==> config.mk <==
export PLATFORM = sky130hd
export DESIGN_NAME = jtag_shift_command_engine_top
export DESIGN_NICKNAME = d
export VERILOG_FILES = /design/src/rtl/core/jsce_pkg.sv /design/src/rtl/core/jtag_shift_command_engine_top.sv /design/src/rtl/core/jsce_front.sv /design/src/rtl/core/jsce_queue.sv /design/src/rtl/core/jsce_back.sv
export SDC_FILE = /design/constraint.sdc
export NUM_CORES = 1
export LEC_CHECK = 0
export CAP_MARGIN = 30
export CORE_MARGIN = 5
export CORE_UTILIZATION = 33
export CTS_CLUSTER_DIAMETER = 200
export CTS_CLUSTER_SIZE = 12
export DETAILED_ROUTE_END_ITERATION = 6
export DONT_BUFFER_PORTS = 1
export GPL_ROUTABILITY_DRIVEN = 0
export PLACE_DENSITY_LB_ADDON = 0.12
export SYNTH_ARGS = -nofsm -noshare
export SYNTH_HDL_FRONTEND = slang
export SYNTH_HIERARCHICAL = 1
export SYNTH_SLANG_ARGS = --single-unit
export TNS_END_PERCENT = 1
==> constraint.sdc <==
create_clock -name clk -period 6 [get_ports clk]
set_input_delay 0.6 -clock clk [delete_from_list [all_inputs] [get_ports clk]]
set_output_delay 0.6 -clock clk [all_outputs]
set_load 0.1 [all_outputs]
==> src/rtl/core/jsce_pkg.sv <==
// ----------------------------------------------------------------------------
// jsce_pkg
// shared types and constants for the jtag shift command engine
// ----------------------------------------------------------------------------
package jsce_pkg;

  localparam logic [7:0] OP_WR_BYTES  = 8'h19;
  localparam logic [7:0] OP_RW_BYTES  = 8'h39;
  localparam logic [7:0] OP_RW_BITS   = 8'h3b;
  localparam logic [7:0] OP_WR_TMS    = 8'h4b;
  localparam logic [7:0] OP_RW_TMS    = 8'h6b;
  localparam logic [7:0] OP_SET_LOW   = 8'h80;
  localparam logic [7:0] OP_READ_LOW  = 8'h81;
  localparam logic [7:0] OP_SET_HIGH  = 8'h82;
  localparam logic [7:0] OP_READ_HIGH = 8'h83;
  localparam logic [7:0] OP_LOOP_OFF  = 8'h85;
  localparam logic [7:0] OP_SET_DIV   = 8'h86;
  localparam logic [7:0] OP_DIV5_OFF  = 8'h8a;
  localparam logic [7:0] OP_DIV5_ON   = 8'h8b;
  localparam logic [7:0] OP_ADAPT_OFF = 8'h97;
  localparam logic [7:0] OP_CLK_HIGH  = 8'h9c;
  localparam logic [7:0] OP_CLK_LOW   = 8'h9d;
  localparam logic [7:0] RESP_BAD     = 8'hfa;
  localparam logic [7:0] POWERED_BIT  = 8'h20;
  localparam logic [7:0] HIGH_READ_BITS = 8'h0c;

  localparam logic [2:0] KIND_RESP  = 3'd0;
  localparam logic [2:0] KIND_LOW   = 3'd1;
  localparam logic [2:0] KIND_HIGH  = 3'd2;
  localparam logic [2:0] KIND_BIT   = 3'd3;
  localparam logic [2:0] KIND_CLOCK = 3'd4;
  localparam logic [2:0] KIND_REJECT = 3'd5;

  localparam int QDEPTH = 4;
  localparam int QAW = $clog2(QDEPTH);

  typedef struct packed {
    logic [2:0]  kind;
    logic [7:0]  data_byte;
    logic [7:0]  direction_byte;
    logic        shift_line;
    logic        bit_value;
    logic [15:0] clock_divisor;
    logic        divide_by_five;
    logic        last;
  } result_t;

  typedef struct packed {
    logic [1:0] count;
    result_t    r0;
    result_t    r1;
  } push_t;

endpackage

==> src/rtl/core/jtag_shift_command_engine_top.sv <==
// ----------------------------------------------------------------------------
// jtag_shift_command_engine_top
// host command parser with one-bit jtag shifter and result queue
// ----------------------------------------------------------------------------
// path: each result is written into the queue, then into the output register
// throughput: one word per cycle while the four-entry queue has room for two
// results; output register stage drains one result per cycle unless stalled
// reset: synchronous, parser idle, divisor zero, divide-by-five set, queue empty
module jtag_shift_command_engine_top (
  input  logic        clk,
  input  logic        rst,
  input  logic        in_valid,
  output logic        in_ready,
  input  logic        opcode,
  input  logic [7:0]  host_byte,
  input  logic        sampled_bit,
  input  logic [4:0]  low_pin_levels,
  input  logic        reset_pin_level,
  output logic        out_valid,
  input  logic        out_ready,
  output logic [2:0]  kind,
  output logic [7:0]  data_byte,
  output logic [7:0]  direction_byte,
  output logic        shift_line,
  output logic        bit_value,
  output logic [15:0] clock_divisor,
  output logic        divide_by_five,
  output logic        last
);

  jsce_pkg::push_t   push;
  jsce_pkg::result_t head, res;
  logic              space, nonempty, pop;

  jsce_front u_front (
    .clk(clk), .rst(rst), .accept(in_valid && in_ready),
    .opcode(opcode), .host_byte(host_byte), .sampled_bit(sampled_bit),
    .low_pin_levels(low_pin_levels), .reset_pin_level(reset_pin_level),
    .push(push)
  );

  jsce_queue u_queue (
    .clk(clk), .rst(rst), .push(push), .space(space),
    .pop(pop), .nonempty(nonempty), .head(head)
  );

  jsce_back u_back (
    .clk(clk), .rst(rst), .nonempty(nonempty), .head(head), .pop(pop),
    .out_valid(out_valid), .out_ready(out_ready), .res(res)
  );

  assign in_ready       = space;
  assign kind           = res.kind;
  assign data_byte      = res.data_byte;
  assign direction_byte = res.direction_byte;
  assign shift_line     = res.shift_line;
  assign bit_value      = res.bit_value;
  assign clock_divisor  = res.clock_divisor;
  assign divide_by_five = res.divide_by_five;
  assign last           = res.last;

endmodule

==> src/rtl/core/jsce_front.sv <==
// ----------------------------------------------------------------------------
// jsce_front
// command parser and one-bit shifter, produces up to two results per word
// ----------------------------------------------------------------------------
module jsce_front (
  input  logic              clk,
  input  logic              rst,
  input  logic              accept,
  input  logic              opcode,
  input  logic [7:0]        host_byte,
  input  logic              sampled_bit,
  input  logic [4:0]        low_pin_levels,
  input  logic              reset_pin_level,
  output jsce_pkg::push_t   push
);

  typedef enum logic [1:0] {PH_IDLE, PH_ARGS, PH_DATA, PH_SHIFT} phase_t;

  phase_t      phase, phase_next;
  logic [7:0]  cmd, cmd_next;
  logic        argi, argi_next;
  logic [7:0]  farg, farg_next;
  logic [16:0] bcl, bcl_next;
  logic [3:0]  bits, bits_next;
  logic [7:0]  osh, osh_next;
  logic [7:0]  csh, csh_next;
  logic [15:0] div, div_next;
  logic        slow, slow_next;

  logic        reading, bytecmd, clkonly, tms, nrst;
  logic [1:0]  n;
  jsce_pkg::result_t r0, r1;

  always_comb begin
    reading = (cmd == jsce_pkg::OP_RW_BYTES) || (cmd == jsce_pkg::OP_RW_BITS) ||
              (cmd == jsce_pkg::OP_RW_TMS);
    bytecmd = (cmd == jsce_pkg::OP_WR_BYTES) || (cmd == jsce_pkg::OP_RW_BYTES);
    clkonly = (cmd == jsce_pkg::OP_CLK_HIGH) || (cmd == jsce_pkg::OP_CLK_LOW);
    tms     = (cmd == jsce_pkg::OP_WR_TMS) || (cmd == jsce_pkg::OP_RW_TMS);
    nrst    = ~reset_pin_level;
    phase_next = phase;
    cmd_next = cmd;
    argi_next = argi;
    farg_next = farg;
    bcl_next = bcl;
    bits_next = bits;
    osh_next = osh;
    csh_next = csh;
    div_next = div;
    slow_next = slow;
    n = 2'd0;
    r0 = '0;
    r1 = '0;
    if (opcode) begin
      if (phase == PH_SHIFT) begin
        osh_next = {1'b0, osh[7:1]};
        if (reading) csh_next = {sampled_bit, csh[7:1]};
        r0.kind = jsce_pkg::KIND_BIT;
        r0.shift_line = tms;
        r0.bit_value = osh[0];
        n = 2'd1;
        bits_next = (bits != 4'd0) ? bits - 4'd1 : 4'd0;
        if (bits_next == 4'd0) begin
          if (reading) begin
            r1.kind = jsce_pkg::KIND_RESP;
            r1.data_byte = csh_next;
            n = 2'd2;
          end
          bcl_next = (bcl != 17'd0) ? bcl - 17'd1 : 17'd0;
          if (bcl_next == 17'd0) phase_next = PH_IDLE;
          else if (bytecmd) phase_next = PH_DATA;
          else if (clkonly) bits_next = 4'd8;
          else phase_next = PH_IDLE;
        end
      end
    end else begin
      unique case (phase)
        PH_ARGS: begin
          if (!argi) begin
            farg_next = host_byte;
            argi_next = 1'b1;
          end else begin
            argi_next = 1'b0;
            phase_next = PH_IDLE;
            if (cmd == jsce_pkg::OP_SET_LOW || cmd == jsce_pkg::OP_SET_HIGH) begin
              r0.kind = (cmd == jsce_pkg::OP_SET_LOW) ? jsce_pkg::KIND_LOW
                                                      : jsce_pkg::KIND_HIGH;
              r0.data_byte = farg;
              r0.direction_byte = host_byte;
              n = 2'd1;
            end else if (cmd == jsce_pkg::OP_SET_DIV) begin
              div_next = {host_byte, farg};
              r0.kind = jsce_pkg::KIND_CLOCK;
              n = 2'd1;
            end else if (bytecmd) begin
              bcl_next = {1'b0, host_byte, farg} + 17'd1;
              phase_next = PH_DATA;
            end else if (clkonly) begin
              bcl_next = {1'b0, host_byte, farg} + 17'd1;
              bits_next = 4'd8;
              osh_next = 8'd0;
              phase_next = PH_SHIFT;
            end else begin
              bits_next = {1'b0, farg[2:0]} + 4'd1;
              osh_next = host_byte;
              csh_next = 8'd0;
              bcl_next = 17'd1;
              phase_next = PH_SHIFT;
              if (tms) begin
                r0.kind = jsce_pkg::KIND_BIT;
                r0.bit_value = host_byte[7];
                n = 2'd1;
              end
            end
          end
        end
        PH_DATA: begin
          osh_next = host_byte;
          bits_next = 4'd8;
          phase_next = PH_SHIFT;
        end
        PH_SHIFT: begin
          r0.kind = jsce_pkg::KIND_REJECT;
          r0.data_byte = host_byte;
          n = 2'd1;
        end
        PH_IDLE: begin
          priority case (host_byte)
            jsce_pkg::OP_SET_LOW, jsce_pkg::OP_SET_HIGH, jsce_pkg::OP_SET_DIV,
            jsce_pkg::OP_WR_BYTES, jsce_pkg::OP_RW_BYTES, jsce_pkg::OP_RW_BITS,
            jsce_pkg::OP_WR_TMS, jsce_pkg::OP_RW_TMS, jsce_pkg::OP_CLK_HIGH,
            jsce_pkg::OP_CLK_LOW: begin
              cmd_next = host_byte;
              argi_next = 1'b0;
              phase_next = PH_ARGS;
            end
            jsce_pkg::OP_READ_LOW: begin
              r0.kind = jsce_pkg::KIND_RESP;
              r0.data_byte = {1'b0, nrst, 1'b1, low_pin_levels};
              n = 2'd1;
            end
            jsce_pkg::OP_READ_HIGH: begin
              r0.kind = jsce_pkg::KIND_RESP;
              r0.data_byte = jsce_pkg::HIGH_READ_BITS | {6'd0, nrst, 1'b0};
              n = 2'd1;
            end
            jsce_pkg::OP_LOOP_OFF, jsce_pkg::OP_ADAPT_OFF: begin
            end
            jsce_pkg::OP_DIV5_OFF, jsce_pkg::OP_DIV5_ON: begin
              slow_next = host_byte[0];
              r0.kind = jsce_pkg::KIND_CLOCK;
              n = 2'd1;
            end
            default: begin
              r0.kind = jsce_pkg::KIND_RESP;
              r0.data_byte = jsce_pkg::RESP_BAD;
              r1.kind = jsce_pkg::KIND_RESP;
              r1.data_byte = host_byte;
              n = 2'd2;
            end
          endcase
        end
        default: phase_next = PH_IDLE;
      endcase
    end
    r0.clock_divisor = div_next;
    r1.clock_divisor = div_next;
    r0.divide_by_five = slow_next;
    r1.divide_by_five = slow_next;
    r0.last = (n == 2'd1);
    r1.last = 1'b1;
    push.count = accept ? n : 2'd0;
    push.r0 = r0;
    push.r1 = r1;
  end

  always_ff @(posedge clk) begin
    if (rst) begin
      phase <= PH_IDLE;
      cmd <= '0;
      argi <= 1'b0;
      farg <= '0;
      bcl <= '0;
      bits <= '0;
      osh <= '0;
      csh <= '0;
      div <= '0;
      slow <= 1'b1;
    end else if (accept) begin
      phase <= phase_next;
      cmd <= cmd_next;
      argi <= argi_next;
      farg <= farg_next;
      bcl <= bcl_next;
      bits <= bits_next;
      osh <= osh_next;
      csh <= csh_next;
      div <= div_next;
      slow <= slow_next;
    end
  end

  a_bits_range: assert property (@(posedge clk) disable iff (rst) bits <= 4'd8)
    else $error("bit counter out of range");
  a_shift_work: assert property (@(posedge clk) disable iff (rst)
    (phase == PH_SHIFT) |-> (bits != 4'd0))
    else $error("shifting with no bits left");
  a_no_push_idle: assert property (@(posedge clk) !accept |-> (push.count == 2'd0))
    else $error("push without accepted word");

endmodule

==> src/rtl/core/jsce_queue.sv <==
// ----------------------------------------------------------------------------
// jsce_queue
// small result queue, takes up to two results and gives one per cycle on pop
// ----------------------------------------------------------------------------
module jsce_queue (
  input  logic               clk,
  input  logic               rst,
  input  jsce_pkg::push_t    push,
  output logic               space,
  input  logic               pop,
  output logic               nonempty,
  output jsce_pkg::result_t  head
);

  jsce_pkg::result_t mem [jsce_pkg::QDEPTH];
  logic [jsce_pkg::QAW-1:0] wp, rp;
  logic [jsce_pkg::QAW:0]   cnt;
  logic                     do_pop;

  assign space    = cnt <= (jsce_pkg::QAW+1)'(jsce_pkg::QDEPTH - 2);
  assign nonempty = cnt != '0;
  assign head     = mem[rp];
  assign do_pop   = pop && nonempty;

  always_ff @(posedge clk) begin
    if (push.count != 2'd0) mem[wp] <= push.r0;
    if (push.count == 2'd2) mem[wp + jsce_pkg::QAW'(1)] <= push.r1;
  end

  always_ff @(posedge clk) begin
    if (rst) begin
      wp <= '0;
      rp <= '0;
      cnt <= '0;
    end else begin
      wp <= wp + jsce_pkg::QAW'(push.count);
      if (do_pop) rp <= rp + jsce_pkg::QAW'(1);
      cnt <= cnt + (jsce_pkg::QAW+1)'(push.count) - (jsce_pkg::QAW+1)'(do_pop);
    end
  end

  a_cnt_max: assert property (@(posedge clk) disable iff (rst)
    cnt <= (jsce_pkg::QAW+1)'(jsce_pkg::QDEPTH))
    else $error("queue overflow");
  a_push_room: assert property (@(posedge clk) disable iff (rst)
    (push.count != 2'd0) |-> space)
    else $error("push into full queue");
  a_count_track: assert property (@(posedge clk) disable iff (rst)
    $past(!rst) |-> (cnt == $past(cnt) + (jsce_pkg::QAW+1)'($past(push.count))
                          - (jsce_pkg::QAW+1)'($past(do_pop))))
    else $error("queue count mismatch");

endmodule

==> src/rtl/core/jsce_back.sv <==
// ----------------------------------------------------------------------------
// jsce_back
// output register stage, drains the result queue one word per unstalled cycle
// ----------------------------------------------------------------------------
module jsce_back (
  input  logic               clk,
  input  logic               rst,
  input  logic               nonempty,
  input  jsce_pkg::result_t  head,
  output logic               pop,
  output logic               out_valid,
  input  logic               out_ready,
  output jsce_pkg::result_t  res
);

  assign pop = nonempty && (!out_valid || out_ready);

  always_ff @(posedge clk) begin
    if (rst) begin
      out_valid <= 1'b0;
    end else if (!out_valid || out_ready) begin
      out_valid <= nonempty;
    end
  end

  always_ff @(posedge clk) begin
    if (pop) res <= head;
  end

endmodule
Word-level counts from Yosys, hierarchy flattened
Memories as Yosys holds them, arrays and structs flattened. A register that Yosys moved wholly into a read port is not among the register bits. Cells that the tools add are included.

Bits of input ports: 20. Word-level logic and storage cells: 219. Bits in registers: 81. Bits in writable memories: 156. Memories kept: 1.

Reductions and logical operators: 36. Bitwise operators: 3. Multiplexer cells: 111. Equal/unequal tests: 44. Add/sub/neg operators: 9. $lt $le $gt $ge: 1.

Memories: u_queue.mem (depth 4, width 39, read ports 1, clocked after Yosys merged registers in 1, write ports 2, line jsce_queue.sv:15) `jsce_pkg::result_t mem [jsce_pkg::QDEPTH];`.

Operator list (number): 17-bit 2-to-1 mux (10); 8-bit 2-to-1 mux (19); 8-bit == test, second input constant (16); 16-bit 2-to-1 mux (7); 2-bit 2-to-1 mux (25); 4-bit 2-to-1 mux (12); 11-bit 2-to-1 mux (4); 11-bit one-hot mux with 3 select lines (1); 8-bit by 6-bit == test with 1-bit output, second input constant (4); 8-bit by 7-bit == test with 1-bit output, second input constant (4); 8-bit one-hot mux with 3 select lines (1); 7-bit AND reduction (3); 1-bit 2-to-1 mux (20); 19-bit 2-to-1 mux (1); 16-bit by 1-bit adder with 17-bit output, second input constant (1); 17-bit zero test (1); 17-bit nonzero test (1); 17-bit by 1-bit subtractor with 17-bit output, second input constant (1); 8-bit by 5-bit == test with 1-bit output, second input constant (2); 8-bit one-hot mux with 2 select lines (1); 16-bit OR reduction (1); 3-bit 2-to-1 mux (5); 14-bit OR reduction (1); 2-bit one-hot mux with 3 select lines (2); 32 further kinds (61).

Logic depth before layout (Yosys ltp)
Depth after elaboration: 14. Gate-level depth with buffers: 14. Gate-level depth less buffers: 13.

Cells and area by module
Netlist, hierarchy kept.

Modules (own cells, without submodules): jsce_queue (cells each 425, instances 1, area an instance 8047.7 um^2); jsce_front (cells each 656, instances 1, area an instance 5079.9 um^2); jsce_back (cells each 44, instances 1, area an instance 1226.2 um^2); jtag_shift_command_engine_top (cells each 1, instances 1, area an instance 6.3 um^2).

Worst setup path after synthesis
OpenSTA, ideal clock, no wires.

Kind: register -> register. Start point: register u_queue/cnt[1] (netlist bit). End point: memory u_queue/mem[0][0] (netlist bit) (enable). Slack: -0.605 ns. Arrival: 6.116 ns. Stages on the path, launching flop included: 8. Buffers on the path: 2. Cell sequence: dfxtp_1 > a21oi_1 > and2_1 > buf_2 > buf_1 > nor2b_1 > o21bai_1 > o21ai_0.

RTL lines: start, declared (line jsce_queue.sv:17) `logic [jsce_pkg::QAW:0] cnt;`; start signal, assigned (line jsce_queue.sv:38) `cnt <= cnt + (jsce_pkg::QAW+1)'(push.count) - (jsce_pkg::QAW+1)'(do_pop);`; end, declared (line jsce_queue.sv:15).

==> summary.txt <==
Clock network
  – CTS Buf Count: 27
  – CTS Sinks: 277
  – Post-CTS sizing: 0
  – Worst skew pair latency: 0.57 ns
  – Post-CTS Hold Buffers: 0
  – CTS root buf: clkbuf_16
  – TritonCTS clock tree: done
  – Clock buffer depth: 3
  – H-tree Lvls: 1
  – Setup bufs post-CTS: 0
  – Clock Pin Slew Worst Setup and Hold Paths: 0.07 ns

Run
  – MaxCap Viol Count: 0

Drt
  – Wire per inst: 22.50 um
  – Via density: 5.249
  – Initial DRC count: 412
  – Final ANT Viol Nets: 0
  – Drt drc: 0
  – Via count: 8,782
  – DRT Pass-1 Iters: 5
  – Total wire length: 37.65 mm

Placement
  – Placed cell areas: 0.01473 mm^2
  – Placement Setup Slack: 1.834 ns
  – Port Buffers: 0
  – Dpl hpwl: 23.83 mm

Timing
  – Crit share post-route: 66.86%
  – RSZ-0062 raised after global routing: false
  – Worst clock skew: 0.02276 ns
  – Worst hold slack: 0.08495 ns
  – Setup Viol. Count Final: 0
  – Final count of pins violating max slew: 0
  – Setup TNS: 0 ns
  – Final Hold Vio Count: 0
  – Post-route setup slack: 1.988 ns
  – Min Tclk post-route: 4.012 ns
  – Relative slew slack: 35.33%
  – Worst slew pin tran: 0.9687 ns
  – Fmax: 0.2493 GHz

Worst hold path
  – Hold crit path type: input port to flip-flop

Synthesis
  – Number of synthesized flops with an enable pin: 195
  – Synth cell types: 88
  – Average cell area after synthesis: 12.75 um^2
  – FF+latch count, synth: 277
  – Synth Cell Area: 0.01436 mm^2
  – Cells after Synth: 1,126
  – Post-synth top flop: edfxtp_1
  – Yosys warns: 6
  – Seq/Total Area, Yosys: 52.21%
  – Post-synth ARST share: 0%

Floorplanning
  – DIE AREA: 0.04779 mm^2
  – Initial Util: 33.34%
  – Height of the die: 218.6 um
  – Core Region: 0.04308 mm^2
  – Width of the die: 218.6 um
  – Row cnt: 76
  – I/O pin cnt: 61

Worst setup path
  – Crit end category: flip-flop
  – CP startpoint kind: flip-flop
  – Critical Path RT: 6.24 ns
  – Max FO, Critical Path: 23
  – Critical path class: flip-flop to flip-flop
  – R2R Setup Slk: 1.99 ns
  – CP arrival: 4.25 ns

Global route
  – Vias in the first global route: 8,796
  – Largest net degree at the start of global routing: 79
  – GRT Overall Usage: 15.62%
  – Initial antenna violation count: 0
  – Remaining Overflow, GRT: 0
  – First-pass GRT wire length: 57.35 mm

Layout
  – Post-Route Utilization: 35.91%
  – Commonest non-fill, non-tap cells in the layout: 195 x edfxtp_1, 161 x mux2_2, 95 x nor2_1
  – Syn-to-layout area delta: 7.728%
  – Final instance area: 0.01547 mm^2
  – Ant diodes: 0
  – Share of post-route cells with drive strength above 1: 26.75%
  – Commonest non-fill, non-tap cell in the layout: edfxtp_1
  – FILL cells: 4,136
  – Layout Nets: 1,114

Run status
  – Outcome: completed

Pwr
  – Peak supply drop: 0.2639 mV
  – PwrDens: 381.9 mW/mm^2
  – Lkg Pwr: 5.230 nW
==> where the power goes <==
group	total (mW)	switching, mW	internal, mW
Clock	1.55	0.732	0.815
Combinational	0.828	0.471	0.357
Sequential	3.53	1.14	2.39
==> cells in the mapped netlist (all sizes together), types with 10 or more instances <==
master	instances	area, um^2
nor4	10	105.1
inv	17	63.81
or3	11	68.82
o21ai	27	135.1
ha	11	137.6
buf	69	470.5
nand4	10	62.56
nor2b	13	81.33
mux2	176	2019
nand3	14	70.07
dfxtp	82	1642
clkbuf	35	131.4
nor3	25	130.1
nor2	99	376.6
mux2i	33	330.3
a21oi	38	205.2
a211oi	13	97.59
nand2	56	210.2
mux4	39	878.3
edfxtp	195	5856
a22oi	22	165.2
==> critical path, cell delays in order (launching register included) <==
cell and delay [ns]:
dfxtp_1 0.35, inv_1 0.14, ha_1 0.37, nand3_1 0.22
a21oi_1 0.20, nor2_1 0.06, a211oi_1 0.25, a31oi_1 0.11
nor2b_1 0.58, mux2i_1 0.31, nor2_4 0.69, buf_4 0.41
==> state kept, by name, indices dropped and copies added (netlist names), named ones only <==
| name | cells |
|---|---|
| u_back/out_valid | 1 |
| u_back/res | 39 |
| u_front/argi | 1 |
| u_front/bcl | 17 |
| u_front/bits | 4 |
| u_front/cmd | 8 |
| u_front/csh | 7 |
| u_front/div | 16 |
| u_front/farg | 8 |
| u_front/osh | 8 |
| u_front/phase | 1 |
| u_front/slow | 1 |
| u_queue/cnt | 3 |
| u_queue/mem | 156 |
| u_queue/rp | 2 |
| u_queue/wp | 2 |
==> final cells by class <==
type                       count  area [um^2]  area share [%]
tap                          585        732.0           4.731
inverter                      18        67.56          0.4368
clock buffer                  33        698.2           4.513
multi-input combinational    739         6295           40.69
sequential                   277         7500           48.48
clock inverter                 2        31.28          0.2022
timing repair buffer          19        146.4          0.9463
==> metrics by stage <==
step	total power, mW	instances
6_report	5.907	1673
5_1_grt	6.155	1673
4_1_cts	6.028	1671
3_5_place_dp	4.438	1636
3_3_place_gp	4.439	1632
2_1_floorplan	4.195	1138
==> worst paths after layout <==
path,from,endpoint,cells past startpoint
worst max-delay path,u_front/phase[0],u_queue/mem[1][13],11
worst max register to register,u_front/phase[0],u_queue/mem[1][13],11
worst min register to register,u_front/div[1],u_front/div[1],2
worst min-delay path,rst,u_back/out_valid,1
==> kinds of logic (layout without fill, tap and decap cells) <==
group                    count (synthesis)  count (layout)  synth area share (%)
multiplexers                           248             248                 22.48
AND/OR/NAND/NOR                        288             288                 10.60
adder cells (fa/ha/maj)                 12              12                 1.098
other                                    2              14               0.05230
buffers and inverters                  122              72                 4.661
AO/OA/AOI/OAI                          159             159                 7.607
XOR/XNOR                                18              18                 1.298
flip-flops                             277             277                 52.21
==> layer usage <==
| layer | vias up | wire, um | track usage, % |
|---|---|---|---|
| li1 | 4151 | - | - |
| met1 | 4423 | 17500 | 21.89 |
| met2 | 154 | 17940 | 25.75 |
| met3 | 54 | 1387 | 2.341 |
| met4 | 0 | 820 | 3.517 |
| met5 | - | 0 | 0 |
(Power assumes the default switching activity.)
